**config.mk**
```make
export PLATFORM = sky130hd
export DESIGN_NAME = ternary_min_heap_queue_core
export DESIGN_NICKNAME = d
export VERILOG_FILES = /design/src/rtl/core/tmhq_pkg.sv /design/src/rtl/core/tmhq_ram.sv /design/src/rtl/core/tmhq_ctrl.sv /design/src/rtl/core/tmhq_out.sv /design/src/rtl/core/ternary_min_heap_queue_core.sv
export SDC_FILE = /design/constraint.sdc
export NUM_CORES = 2
export LEC_CHECK = 0
export ABC_AREA = 1
export BUFFER_PORTS_ARGS = -buffer_cell sky130_fd_sc_hd__buf_2
export CORE_MARGIN = 3
export CORE_UTILIZATION = 50
export DETAILED_ROUTE_END_ITERATION = 16
export GPL_TIMING_DRIVEN = 0
export HOLD_SLACK_MARGIN = 0.06
export PLACE_DENSITY = 0.65
export SLEW_MARGIN = 30
export SYNTH_ARGS = -nofsm -noshare
export SYNTH_HDL_FRONTEND = slang
export SYNTH_SLANG_ARGS = --single-unit
```
**constraint.sdc**
```tcl
create_clock -name aclk -period 8 [get_ports aclk]
set_input_delay 0.8 -clock aclk [delete_from_list [all_inputs] [get_ports aclk]]
set_output_delay 0.8 -clock aclk [all_outputs]
set_load 0.005 [all_outputs]
```
**src/rtl/core/tmhq_pkg.sv**
```systemverilog
package tmhq_pkg;

    localparam int CAPACITY  = 64;
    localparam int ARITY     = 3;
    localparam int KEY_WIDTH = 32;

    // fixed field widths of the streams
    localparam int CMD_W   = 2;
    localparam int POS_W   = 6;
    localparam int STAT_W  = 2;
    localparam int CNTF_W  = 7;

    localparam int ADDR_W  = $clog2(CAPACITY);
    localparam int CNT_W   = $clog2(CAPACITY + 1);
    localparam int ALOG_W  = $clog2(ARITY);
    localparam int CHILD_W = ADDR_W + ALOG_W + 1;
    localparam int CMP_W   = CNT_W + POS_W;

    // parent = (slot - 1) / ARITY through a reciprocal, exact for slot < 2**ADDR_W
    localparam int RECIP_S = ADDR_W + ALOG_W;
    localparam int RECIP_M = ((1 << RECIP_S) + ARITY - 1) / ARITY;
    localparam int PROD_W  = ADDR_W + RECIP_S + 1;

    localparam int S_TDATA_W = ((CMD_W + KEY_WIDTH + POS_W + 7) / 8) * 8;
    localparam int M_FIELD_W = KEY_WIDTH + STAT_W + CNTF_W;
    localparam int M_TDATA_W = ((M_FIELD_W + 7) / 8) * 8;

    localparam logic [CMD_W-1:0] CMD_INSERT   = 2'd0;
    localparam logic [CMD_W-1:0] CMD_EXTRACT  = 2'd1;
    localparam logic [CMD_W-1:0] CMD_DECREASE = 2'd2;

    localparam logic [STAT_W-1:0] STAT_OK     = 2'd0;
    localparam logic [STAT_W-1:0] STAT_EMPTY  = 2'd1;
    localparam logic [STAT_W-1:0] STAT_FULL   = 2'd2;
    localparam logic [STAT_W-1:0] STAT_REJECT = 2'd3;

    typedef logic signed [KEY_WIDTH-1:0] key_t;

    typedef enum logic [3:0] {
        S_IDLE,
        S_EX_ROOT,
        S_EX_LAST,
        S_DEC_CMP,
        S_UP_CHK,
        S_UP_CMP,
        S_DN_START,
        S_DN_SCAN,
        S_DN_DECIDE,
        S_FIN
    } state_t;

    typedef struct packed {
        key_t              result_key;
        logic [STAT_W-1:0] status;
        logic [CNTF_W-1:0] entry_count;
    } res_t;

    function automatic logic [ADDR_W-1:0] tmhq_parent(input logic [ADDR_W-1:0] slot);
        logic [PROD_W-1:0] prod;
        prod = PROD_W'(slot - ADDR_W'(1)) * PROD_W'(RECIP_M);
        return ADDR_W'(prod >> RECIP_S);
    endfunction

endpackage

```
**src/rtl/core/tmhq_ram.sv**
```systemverilog
module tmhq_ram #(
    parameter int WIDTH = 32,
    parameter int DEPTH = 64,
    localparam int AW = $clog2(DEPTH)
) (
    input  logic             clk,
    input  logic             we,
    input  logic [AW-1:0]    waddr,
    input  logic [WIDTH-1:0] wdata,
    input  logic [AW-1:0]    raddr,
    output logic [WIDTH-1:0] rdata
);

    logic [WIDTH-1:0] mem [DEPTH];
    logic [WIDTH-1:0] rdata_reg;

    always_ff @(posedge clk) begin
        if (we) begin
            mem[waddr] <= wdata;
        end
        rdata_reg <= mem[raddr];
    end

    assign rdata = rdata_reg;

endmodule

```
**src/rtl/core/tmhq_ctrl.sv**
```systemverilog
module tmhq_ctrl
    import tmhq_pkg::*;
(
    input  logic              clk,
    input  logic              aresetn,
    input  logic              in_valid,
    output logic              in_ready,
    input  logic [CMD_W-1:0]  in_cmd,
    input  key_t              in_key,
    input  logic [POS_W-1:0]  in_pos,
    output logic              res_valid,
    input  logic              res_ready,
    output res_t              res
);

    state_t               state_reg, state_next;
    logic [CNT_W-1:0]     count_reg, count_next;
    logic [ADDR_W-1:0]    hole_reg, hole_next;
    key_t                 key_reg, key_next;
    key_t                 result_reg, result_next;
    logic [STAT_W-1:0]    status_reg, status_next;
    key_t                 best_reg, best_next;
    logic [ADDR_W-1:0]    best_idx_reg, best_idx_next;
    logic [ADDR_W-1:0]    ci_reg, ci_next;
    logic [ADDR_W-1:0]    last_reg, last_next;

    logic                 ram_we;
    logic [ADDR_W-1:0]    ram_waddr, ram_raddr;
    key_t                 ram_wdata;
    logic [KEY_WIDTH-1:0] ram_rdata;
    key_t                 rd_key;

    logic [CHILD_W-1:0]   child_first, child_end, cnt_m1;
    logic [ADDR_W-1:0]    child_last;
    logic                 accept, is_full, is_empty, pos_bad, dec_bigger;
    logic                 up_root, up_move, dn_leaf, scan_take, scan_end, dn_stop;

    tmhq_ram #(
        .WIDTH (KEY_WIDTH),
        .DEPTH (CAPACITY)
    ) u_store (
        .clk   (clk),
        .we    (ram_we),
        .waddr (ram_waddr),
        .wdata (ram_wdata),
        .raddr (ram_raddr),
        .rdata (ram_rdata)
    );

    assign rd_key = key_t'(ram_rdata);

    assign child_first = CHILD_W'(hole_reg) * CHILD_W'(ARITY) + CHILD_W'(1);
    assign child_end   = child_first + CHILD_W'(ARITY - 1);
    assign cnt_m1      = CHILD_W'(count_reg) - CHILD_W'(1);
    assign child_last  = (child_end > cnt_m1) ? ADDR_W'(cnt_m1) : ADDR_W'(child_end);

    assign accept     = in_valid && in_ready;
    assign is_full    = count_reg >= CNT_W'(CAPACITY);
    assign is_empty   = count_reg == '0;
    assign pos_bad    = CMP_W'(in_pos) >= CMP_W'(count_reg);
    assign dec_bigger = key_reg > rd_key;
    assign up_root    = hole_reg == '0;
    assign up_move    = rd_key > key_reg;
    assign dn_leaf    = child_first >= CHILD_W'(count_reg);
    // first child always taken, later ones only when strictly smaller
    assign scan_take  = (ci_reg == ADDR_W'(child_first)) || (rd_key < best_reg);
    assign scan_end   = ci_reg == last_reg;
    assign dn_stop    = key_reg <= best_reg;

    assign in_ready  = state_reg == S_IDLE;
    assign res_valid = state_reg == S_FIN;
    assign res.result_key  = result_reg;
    assign res.status      = status_reg;
    assign res.entry_count = CNTF_W'(count_reg);

    // next state
    always_comb begin
        state_next = state_reg;
        unique case (state_reg)
            S_IDLE: begin
                if (accept) begin
                    unique case (in_cmd)
                        CMD_INSERT:   state_next = is_full ? S_FIN : S_UP_CHK;
                        CMD_EXTRACT:  state_next = is_empty ? S_FIN : S_EX_ROOT;
                        CMD_DECREASE: state_next = (is_empty || pos_bad) ? S_FIN : S_DEC_CMP;
                        default:      state_next = S_FIN;
                    endcase
                end
            end
            S_EX_ROOT:   state_next = S_EX_LAST;
            S_EX_LAST:   state_next = is_empty ? S_FIN : S_DN_START;
            S_DEC_CMP:   state_next = dec_bigger ? S_FIN : S_UP_CHK;
            S_UP_CHK:    state_next = up_root ? S_FIN : S_UP_CMP;
            S_UP_CMP:    state_next = up_move ? S_UP_CHK : S_FIN;
            S_DN_START:  state_next = dn_leaf ? S_FIN : S_DN_SCAN;
            S_DN_SCAN:   state_next = scan_end ? S_DN_DECIDE : S_DN_SCAN;
            S_DN_DECIDE: state_next = dn_stop ? S_FIN : S_DN_START;
            S_FIN:       state_next = res_ready ? S_IDLE : S_FIN;
            default:     state_next = S_IDLE;
        endcase
    end

    // datapath and store accesses
    always_comb begin
        count_next    = count_reg;
        hole_next     = hole_reg;
        key_next      = key_reg;
        result_next   = result_reg;
        status_next   = status_reg;
        best_next     = best_reg;
        best_idx_next = best_idx_reg;
        ci_next       = ci_reg;
        last_next     = last_reg;
        ram_we        = 1'b0;
        ram_waddr     = hole_reg;
        ram_wdata     = key_reg;
        ram_raddr     = '0;
        unique case (state_reg)
            S_IDLE: begin
                if (accept) begin
                    result_next = '0;
                    status_next = STAT_OK;
                    key_next    = in_key;
                    unique case (in_cmd)
                        CMD_INSERT: begin
                            if (is_full) begin
                                status_next = STAT_FULL;
                            end else begin
                                hole_next  = ADDR_W'(count_reg);
                                count_next = count_reg + CNT_W'(1);
                            end
                        end
                        CMD_EXTRACT: begin
                            if (is_empty) begin
                                status_next = STAT_EMPTY;
                            end
                        end
                        CMD_DECREASE: begin
                            if (is_empty) begin
                                status_next = STAT_EMPTY;
                            end else if (pos_bad) begin
                                status_next = STAT_REJECT;
                            end else begin
                                ram_raddr = ADDR_W'(in_pos);
                                hole_next = ADDR_W'(in_pos);
                            end
                        end
                        default: status_next = STAT_REJECT;
                    endcase
                end
            end
            S_EX_ROOT: begin
                result_next = rd_key;
                ram_raddr   = ADDR_W'(count_reg - CNT_W'(1));
                count_next  = count_reg - CNT_W'(1);
            end
            S_EX_LAST: begin
                key_next  = rd_key;
                hole_next = '0;
            end
            S_DEC_CMP: begin
                if (dec_bigger) begin
                    status_next = STAT_REJECT;
                end
            end
            S_UP_CHK: begin
                if (up_root) begin
                    ram_we = 1'b1;
                end else begin
                    ram_raddr     = tmhq_parent(hole_reg);
                    best_idx_next = tmhq_parent(hole_reg);
                end
            end
            S_UP_CMP: begin
                ram_we = 1'b1;
                if (up_move) begin
                    ram_wdata = rd_key;
                    hole_next = best_idx_reg;
                end
            end
            S_DN_START: begin
                if (dn_leaf) begin
                    ram_we = 1'b1;
                end else begin
                    ram_raddr = ADDR_W'(child_first);
                    ci_next   = ADDR_W'(child_first);
                    last_next = child_last;
                end
            end
            S_DN_SCAN: begin
                if (scan_take) begin
                    best_next     = rd_key;
                    best_idx_next = ci_reg;
                end
                if (!scan_end) begin
                    ram_raddr = ci_reg + ADDR_W'(1);
                    ci_next   = ci_reg + ADDR_W'(1);
                end
            end
            S_DN_DECIDE: begin
                ram_we = 1'b1;
                if (!dn_stop) begin
                    ram_wdata = best_reg;
                    hole_next = best_idx_reg;
                end
            end
            S_FIN: begin
            end
            default: begin
            end
        endcase
    end

    always_ff @(posedge clk) begin
        if (!aresetn) begin
            state_reg <= S_IDLE;
            count_reg <= '0;
        end else begin
            state_reg <= state_next;
            count_reg <= count_next;
        end
    end

    always_ff @(posedge clk) begin
        hole_reg     <= hole_next;
        key_reg      <= key_next;
        result_reg   <= result_next;
        status_reg   <= status_next;
        best_reg     <= best_next;
        best_idx_reg <= best_idx_next;
        ci_reg       <= ci_next;
        last_reg     <= last_next;
    end

endmodule

```
**src/rtl/core/tmhq_out.sv**
```systemverilog
module tmhq_out
    import tmhq_pkg::*;
(
    input  logic clk,
    input  logic aresetn,
    input  logic res_valid,
    output logic res_ready,
    input  res_t res,
    output logic out_valid,
    input  logic out_ready,
    output res_t out_res
);

    logic valid_reg, valid_next;
    res_t data_reg;

    assign res_ready  = !valid_reg || out_ready;
    assign valid_next = (res_valid && res_ready) || (valid_reg && !out_ready);

    always_ff @(posedge clk) begin
        if (!aresetn) begin
            valid_reg <= 1'b0;
        end else begin
            valid_reg <= valid_next;
        end
    end

    always_ff @(posedge clk) begin
        if (res_valid && res_ready) begin
            data_reg <= res;
        end
    end

    assign out_valid = valid_reg;
    assign out_res   = data_reg;

endmodule

```
**src/rtl/core/ternary_min_heap_queue_core.sv**
```systemverilog
// Ternary min-heap priority queue of up to CAPACITY signed keys, held in one
// single-port-read key store. Each request is a command (insert, extract
// minimum, decrease key at a slot) and yields exactly one result carrying the
// removed key (extract only), a status and the entry count after the command.
// One command is in work at a time, from the request taken to its result. A
// failing command (full, empty, bad slot, unused code) goes straight to the
// result, and a decrease to a larger key is rejected after reading the old key.
// Insert writes the key at the root of an empty queue; otherwise it reads the
// parent and moves each larger parent down as it climbs; a decrease first reads
// the old key at its slot. Extract reads the root and then the last key and ends
// there when the queue becomes empty; otherwise it scans the children of each
// level (one store read per child, then a decision and write-back) and writes
// the key where it settles. The key store has one read port, so these reads
// follow one another. The result sits in an output register, so a new command
// is taken while the previous result waits.
module ternary_min_heap_queue_core
    import tmhq_pkg::*;
(
    input  logic                 aclk,
    input  logic                 aresetn,
    input  logic                 s_tvalid,
    output logic                 s_tready,
    // command [1:0], key [33:2], position [39:34]
    input  logic [S_TDATA_W-1:0] s_tdata,
    output logic                 m_tvalid,
    input  logic                 m_tready,
    // result_key [31:0], status [33:32], entry_count [40:34], zero above
    output logic [M_TDATA_W-1:0] m_tdata
);

    logic res_valid, res_ready;
    res_t res, out_res;

    tmhq_ctrl u_ctrl (
        .clk       (aclk),
        .aresetn   (aresetn),
        .in_valid  (s_tvalid),
        .in_ready  (s_tready),
        .in_cmd    (s_tdata[CMD_W-1:0]),
        .in_key    (key_t'(s_tdata[CMD_W+KEY_WIDTH-1:CMD_W])),
        .in_pos    (s_tdata[CMD_W+KEY_WIDTH+POS_W-1:CMD_W+KEY_WIDTH]),
        .res_valid (res_valid),
        .res_ready (res_ready),
        .res       (res)
    );

    tmhq_out u_out (
        .clk       (aclk),
        .aresetn   (aresetn),
        .res_valid (res_valid),
        .res_ready (res_ready),
        .res       (res),
        .out_valid (m_tvalid),
        .out_ready (m_tready),
        .out_res   (out_res)
    );

    assign m_tdata = M_TDATA_W'({out_res.entry_count, out_res.status, out_res.result_key});

    // one command in work at a time
    a_one_in_work: assert property (@(posedge aclk) disable iff (!aresetn)
        (s_tvalid && s_tready) |=> !s_tready)
        else $error("second request taken while a command is in work");

    a_full_count: assert property (@(posedge aclk) disable iff (!aresetn)
        (res_valid && res.status == STAT_FULL) |-> (res.entry_count == CNTF_W'(CAPACITY)))
        else $error("full reported below capacity");

    a_empty_count: assert property (@(posedge aclk) disable iff (!aresetn)
        (res_valid && res.status == STAT_EMPTY) |-> (res.entry_count == '0))
        else $error("empty reported with keys held");

    a_count_range: assert property (@(posedge aclk) disable iff (!aresetn)
        res_valid |-> (res.entry_count <= CNTF_W'(CAPACITY)))
        else $error("entry count beyond capacity");

    a_fail_zero_key: assert property (@(posedge aclk) disable iff (!aresetn)
        (res_valid && res.status != STAT_OK) |-> (res.result_key == '0))
        else $error("failed command returned a key");

endmodule
```
* Word-level counts from Yosys, hierarchy flattened
Memories as Yosys holds them, arrays and structs flattened. A register that Yosys moved wholly into a read port is not among the register bits.
Index checks and enable logic that the tools add are counted.
** Cells by class
- $add $sub $neg :: 7
- $mul :: 2
- Order comparisons :: 8
- Equality and inequality tests :: 27
- Multiplexer cells :: 61
- Bitwise gates (word level) :: 1
- Reductions and logical operators :: 29
** Operators with widths (number)
- $pmux W32 S2 :: 3
- $mux W32 :: 4
- $mux W6 :: 18
- $gt A32 B32 Y1 :: 2
- $mux W4 :: 12
- $pmux W4 S10 :: 1
- $pmux W6 S2 :: 3
- $le A32 B32 Y1 :: 1
- $lt A32 B32 Y1 :: 1
- $pmux W6 S5 :: 1
- $pmux W6 S4 :: 1
- $mux W7 :: 3
- $eq A4 B3 Y1 const B :: 4
- $mul A15 B6 Y13 const B :: 1
- $ne A2 B2 Y1 const B :: 7
- $pmux W7 S2 :: 1
- $eq A6 B6 Y1 :: 2
- $ne A3 B3 Y1 const B :: 4
- $pmux W4 S3 :: 1
- $mux W2 :: 5
- $reduce_bool A2 Y1 :: 5
- $add A8 B1 Y9 const B :: 1
- $add A9 B2 Y9 const B :: 1
- $ge A9 B7 Y1 :: 1
- 33 further kinds :: 52
** Storage, ports and cells
- Bits in registers :: 175
- Memory bits (writable) :: 2048
- Input port bits :: 44
- Output and inout bits :: 50
- Memories kept :: 1
** Memories
- u_ctrl.u_store.mem :: words 64, bits a word 32, rd ports 1, clocked after memory_dff 1, write ports 1, RTL line tmhq_ram.sv:14 : logic [WIDTH-1:0] mem [DEPTH];

* Longest topological paths before layout
- Depth in word-level cells :: 7
- Depth in mapped cells :: 33

* Modules after synthesis
A second synthesis with hierarchy kept.
** Second synthesis, totals
- Cells, all modules :: 8220
- Area total of the unflattened synthesis :: 95270.1 um^2
** By module, submodules not included
- tmhq_ram :: instances 1, cells an instance 6769, area an instance 82738.1 um^2, sequential area each 62139.6 um^2
- tmhq_ctrl :: instances 1, cells an instance 1395, area an instance 11193.2 um^2, sequential area each 3883.7 um^2
- tmhq_out :: instances 1, cells an instance 48, area an instance 1282.5 um^2, sequential area each 1251.2 um^2
- ternary_min_heap_queue_core :: instances 1, cells an instance 8, area an instance 56.3 um^2, sequential area each 0.0 um^2

* Worst setup path after synthesis
No wires, ideal clock.
- Kind :: register to register
- Start :: register u_ctrl.hole_reg[0]
- End :: register u_ctrl.u_store.rdata_reg[17] (netlist: u_ctrl.u_store.rdata[17]) (read register of u_ctrl.u_store.mem)
- Setup time :: 0.113 ns
- Data arrival time :: 4.895 ns
- Required time :: 7.887 ns
- Path slack :: 2.992 ns
- Cell stages (with the launch flop) :: 29
- Path buffers :: 2
- Period minus slack after synthesis :: 5.008 ns
- Cells stage by stage :: edfxtp_1 inv_1 ha_1 o21ai_0 nand2_1 nand2_1 inv_1 ha_1 inv_1 fa_1 inv_1 fa_1 ha_1 nand2_1 inv_1 nand2_1 nand3_1 nand2_1 nand2_1 a21o_1 xnor2_1 o21ai_0 buf_2 buf_1 nand3_1 nand3_1 nand2_1 nand2_1 nand2_1
** Between the ends
- Word-level cells in the longest chain between the ends :: 5
** Ends and longest elaborated chain
- start, declared :: RTL line tmhq_ctrl.sv:18 : logic [ADDR_W-1:0] hole_reg, hole_next;
- start signal, assigned :: RTL line tmhq_ctrl.sv:225 : hole_reg <= hole_next;
- $mul A6 B2 Y8 :: RTL line tmhq_ctrl.sv:52 : assign child_first = CHILD_W'(hole_reg) * CHILD_W'(ARITY) + CHILD_W'(1);
- $add A8 B1 Y9 :: RTL line tmhq_ctrl.sv:52
- $ge A9 B7 Y1 :: RTL line tmhq_ctrl.sv:64 : assign dn_leaf = child_first >= CHILD_W'(count_reg);
- $mux W6 :: RTL line tmhq_ctrl.sv:182 : if (dn_leaf) begin
- $pmux W6 S5 (*) :: RTL line tmhq_ctrl.sv:118 : unique case (state_reg)
- end, declared :: RTL line tmhq_ram.sv:15 : logic [WIDTH-1:0] rdata_reg;
Mark *: on every way between the ends. The rest lies on a longest branch, timed or not.
A chain may end at the register's enable or synchronous reset.

* Worst setup path in the final report
- Start :: register u_ctrl.hole_reg[0]
- End :: register u_ctrl.u_store.rdata_reg[2] (netlist: u_ctrl.u_store.rdata[2]) (read register of u_ctrl.u_store.mem)
Same word-level chain as after synthesis.

==> parameters.txt <==
Parameter                              Value

Outcome
  Run status ... complete, no violations

Timing
  Final critical path time including I/O delays and setup ... 7.81 ns
  Pins over their slew limit ... 0
  Part of the cycle the worst path needs ... 97.7%
  Final setup slack of the worst path ... 0.185 ns
  Slew at the pin with the worst max-slew slack ... 1.18 ns
  Final setup vio count ... 0
  Fmax ... 128 MHz
  Endpoints failing hold ... 0
  Relative max-transition margin ... 20.7%
  Worst-case clock skew ... 0.0341 ns
  Unrepaired setup endpoints after global routing ... false

Synth
  Post-synth EDFFs ... 2211
  Compound-cell area share of the yosys netlist ... 1.41%
  Synthesized-area fraction occupied by xor and xnor cells ... 0.285%
  Synthesized-area fraction occupied by adder cells ... 2.42%
  Cell area after synthesis ... 0.0984 mm²
  Flip-flop and latch count after synthesis ... 2255
  Proportion of synthesized area in mux cells ... 0%
  Synthesized-area fraction occupied by and/or/nand/nor cells ... 23.2%
  Number of warning messages in the yosys log ... 0
  Post-synthesis cell type count ... 52
  Count of mapped cells out of synthesis ... 8410
  Main combinational cell family by area after synthesis ... simple AND/OR/NAND/NOR gates
  Fraction of registers with async set or reset after synthesis ... 0%
  Predominant post-synthesis flop cell ... edfxtp_1
  Seq/Total Area, Yosys ... 68.3%
  Post-Syn Area per Cell ... 11.7 µm²

Routing
  Routed Antenna Nets ... 0
  Total number of vias ... 78353
  Length of the first detailed-routing pass in iterations ... 7
  Wire length after detailed routing ... 396000 µm
  Remaining DRCs ... 0
  Drt first-iter violations ... 13335
  Detail-routed net length per standard cell ... 33.0 µm
  Via-to-Cell Ratio ... 6.54

Die
  I/O Pins ... 94
  Floorplan core area ... 0.195 mm²
  # rows ... 162
  Die height ... 450 µm
  Total die area ... 0.202 mm²
  Initial standard-cell utilization of the core ... 50.4%
  Die Wd ... 450 µm

Setup path
  Critical Path End Type ... flip-flop
  Worst r2r path cells ... 28
  CP max FO ... 14
  Worst r2r dst ... u_ctrl.u_store.rdata[2]$_DFF_P_
  Nature of the critical path startpoint ... flip-flop
  Reg-to-reg slack, setup ... 0.19 ns
  Peak per-stage delay on the critical path ... 0.68 ns
  Beginning of the critical path ... u_ctrl.hole_reg[0]$_DFFE_PP_
  End of the critical path ... u_ctrl.u_store.rdata[2]$_DFF_P_
  Origin of the critical flop-to-flop path ... u_ctrl.hole_reg[0]$_DFFE_PP_
  CP max-delay cell ... buf_2
  Type of the setup path with the least slack ... flip-flop to flip-flop
  Data required time of the critical path ... 8.74 ns
  CP Data Arrival Time ... 8.55 ns

Finish
  Flip-flop count of the largest register after layout ... 2048
  Register ranked first by flip-flop count ... u_ctrl.u_store.mem
  Leading cell type in the layout, fill and taps excluded ... edfxtp_1
  Layout-stage area growth over the synthesis result ... 15.0%
  Final Net Count ... 9386
  Post-route cell area ... 0.113 mm²
  Commonest cells after routing, fill and taps aside ... edfxtp_1, nand3_1, nand2_1
  Fraction of layout cells with a size suffix above 1 ... 13.5%
  Core Util, Final ... 58.0%

Clocking
  TritonCTS clock tree ... done
  CTS hold repair buffers ... 0
  Number of clock buffers inserted by TritonCTS ... 226
  H-tree levels ... 4
  Master cell of the clock root buffer ... clkbuf_16
  Clock Path Buffers ... 3
  Clock-pin transition on the worst setup and hold timing paths ... 0.06 ns
  Post-CTS Setup Inserts ... 0
  CTS Sinks ... 2255
  Clock insertion delay at the later pin of the skew report ... 0.89 ns

GRT
  First-pass GRT wire length ... 545000 µm
  Pin count of the biggest net entering global routing ... 34
  Number of global-route vias before repair ... 72802
  Total GRT Usage ... 38.2%
  Grt total ovfl ... 0
  Number of antenna violations at the first check in global routing ... 29

Place
  Cell area after placement ... 0.106 mm²
  Half-perimeter wire length after detailed placement ... 288000 µm
  GP Congestion ... 1.03
  Placement Setup Slack ... -0.289 ns
  PortBufs ... 86

Hold path
  Min-Delay Path Class ... input port to flip-flop

Run
  Count of max-cap constraint violations ... 0
==> how the worst min path moves through the flow <==
stage,from,endpoint,slack (ns),depth (start not counted)
after floorplan,u_ctrl.result_reg[1]$_SDFFCE_PN0P_,u_out.out_res[10]$_DFFE_PP_,0.40,0
after global placement,u_ctrl.result_reg[20]$_SDFFCE_PN0P_,u_out.out_res[29]$_DFFE_PP_,0.40,0
after detailed placement,u_ctrl.result_reg[21]$_SDFFCE_PN0P_,u_out.out_res[30]$_DFFE_PP_,0.40,0
after CTS,s_tdata[22],u_ctrl.key_reg[20]$_DFFE_PP_,0.15,3
after global routing,aresetn,u_ctrl.count_reg[3]$_SDFFE_PN0P_,0.19,3
final,aresetn,u_ctrl.count_reg[3]$_SDFFE_PN0P_,0.20,3
==> through the flow <==
step           hold slack (ns)  std cells  TNS [ns]
3_5_place_dp             0.405      11554     -3.53
3_3_place_gp             0.402      11126  -4156.59
4_1_cts                  0.150      11968         0
6_report                 0.197      11988         0
2_1_floorplan            0.400       8416         0
5_1_grt                  0.185      11971         0
==> Yosys cell counts (2+ instances only) <==
library cell / instances / area (µm²)
a211oi_1: 4 / 30.0
a21o_1: 5 / 37.5
a21oi_1: 70 / 350
a21oi_2: 2 / 17.5
a221oi_1: 2 / 17.5
a31oi_1: 7 / 43.8
buf_1: 73 / 274
buf_2: 280 / 1400
buf_4: 34 / 255
buf_6: 3 / 33.8
clkbuf_1: 314 / 1180
clkinv_1: 3 / 11.3
dfxtp_1: 44 / 881
edfxtp_1: 2211 / 66400
fa_1: 11 / 220
ha_1: 173 / 2160
inv_1: 287 / 1080
inv_2: 13 / 48.8
nand2_1: 1541 / 5780
nand2_2: 4 / 25.0
nand3_1: 1966 / 9840
nand3_2: 3 / 30.0
nand3b_1: 2 / 15.0
nand4_1: 1047 / 6550
nor2_1: 100 / 375
nor2_2: 4 / 25.0
nor2_4: 2 / 22.5
nor3_1: 15 / 75.1
o2111ai_1: 2 / 17.5
o211ai_1: 37 / 278
o21a_1: 9 / 67.6
o21ai_0: 79 / 395
o21ai_1: 2 / 10.0
o21bai_1: 5 / 37.5
o221ai_1: 4 / 35.0
o22ai_1: 2 / 12.5
o31ai_1: 2 / 15.0
o41ai_1: 2 / 17.5
or2_2: 3 / 18.8
xnor2_1: 6 / 52.6
xor2_1: 26 / 228
==> routing by layer <==
metal  track usage, %  part of all wire (%)
met1             49.3                    35
met5                0                 0.042
met2             55.8                    43
met4             22.6                   7.3
met3             13.2                    15
==> worst max-delay path, delay by kind of cell, from the launching register on <==
kind / cells / cell delay, ns
AO/OA/AOI/OAI: 2 / 0.50
adder cells (fa/ha/maj): 5 / 2.03
buffers and inverters: 8 / 2.34
flip-flops: 1 / 0.60
AND/OR/NAND/NOR: 13 / 2.16
==> cell type report <==
cell class                      instances  area [µm²]
Timing Repair Buffer                  514        4150
Buffer                                704        3190
Sequential cell                      2255       67300
Inverter                              305        1270
Tap cell                             2624        3280
Clock buffer                          284        5890
Fill cell                           16005       82200
Clock inverter                        130        1180
Antenna cell                           20        50.0
Multi-Input combinational cell       5152       26900
==> cell families (layout without fill, tap and decap cells) <==
family | count (synthesis) | count (layout)
and+or+nand+nor | 4694 | 4694
buffers and inverters | 1009 | 1937
DFF | 2255 | 2255
adders and majority gates | 184 | 184
xor gates and xnor gates | 32 | 32
other | 1 | 27
AOI/OAI and AO/OA | 235 | 235
==> what timing repair did <==
action / CTS / global route
gates cloned: 0 / 0
endpoints found under the setup margin: 22 / 27
gates resized for setup: 6 / 35
Power is left out: the tool's default activity adds up to more than one toggle a clock period on the data nets, which glitch-free logic cannot reach.
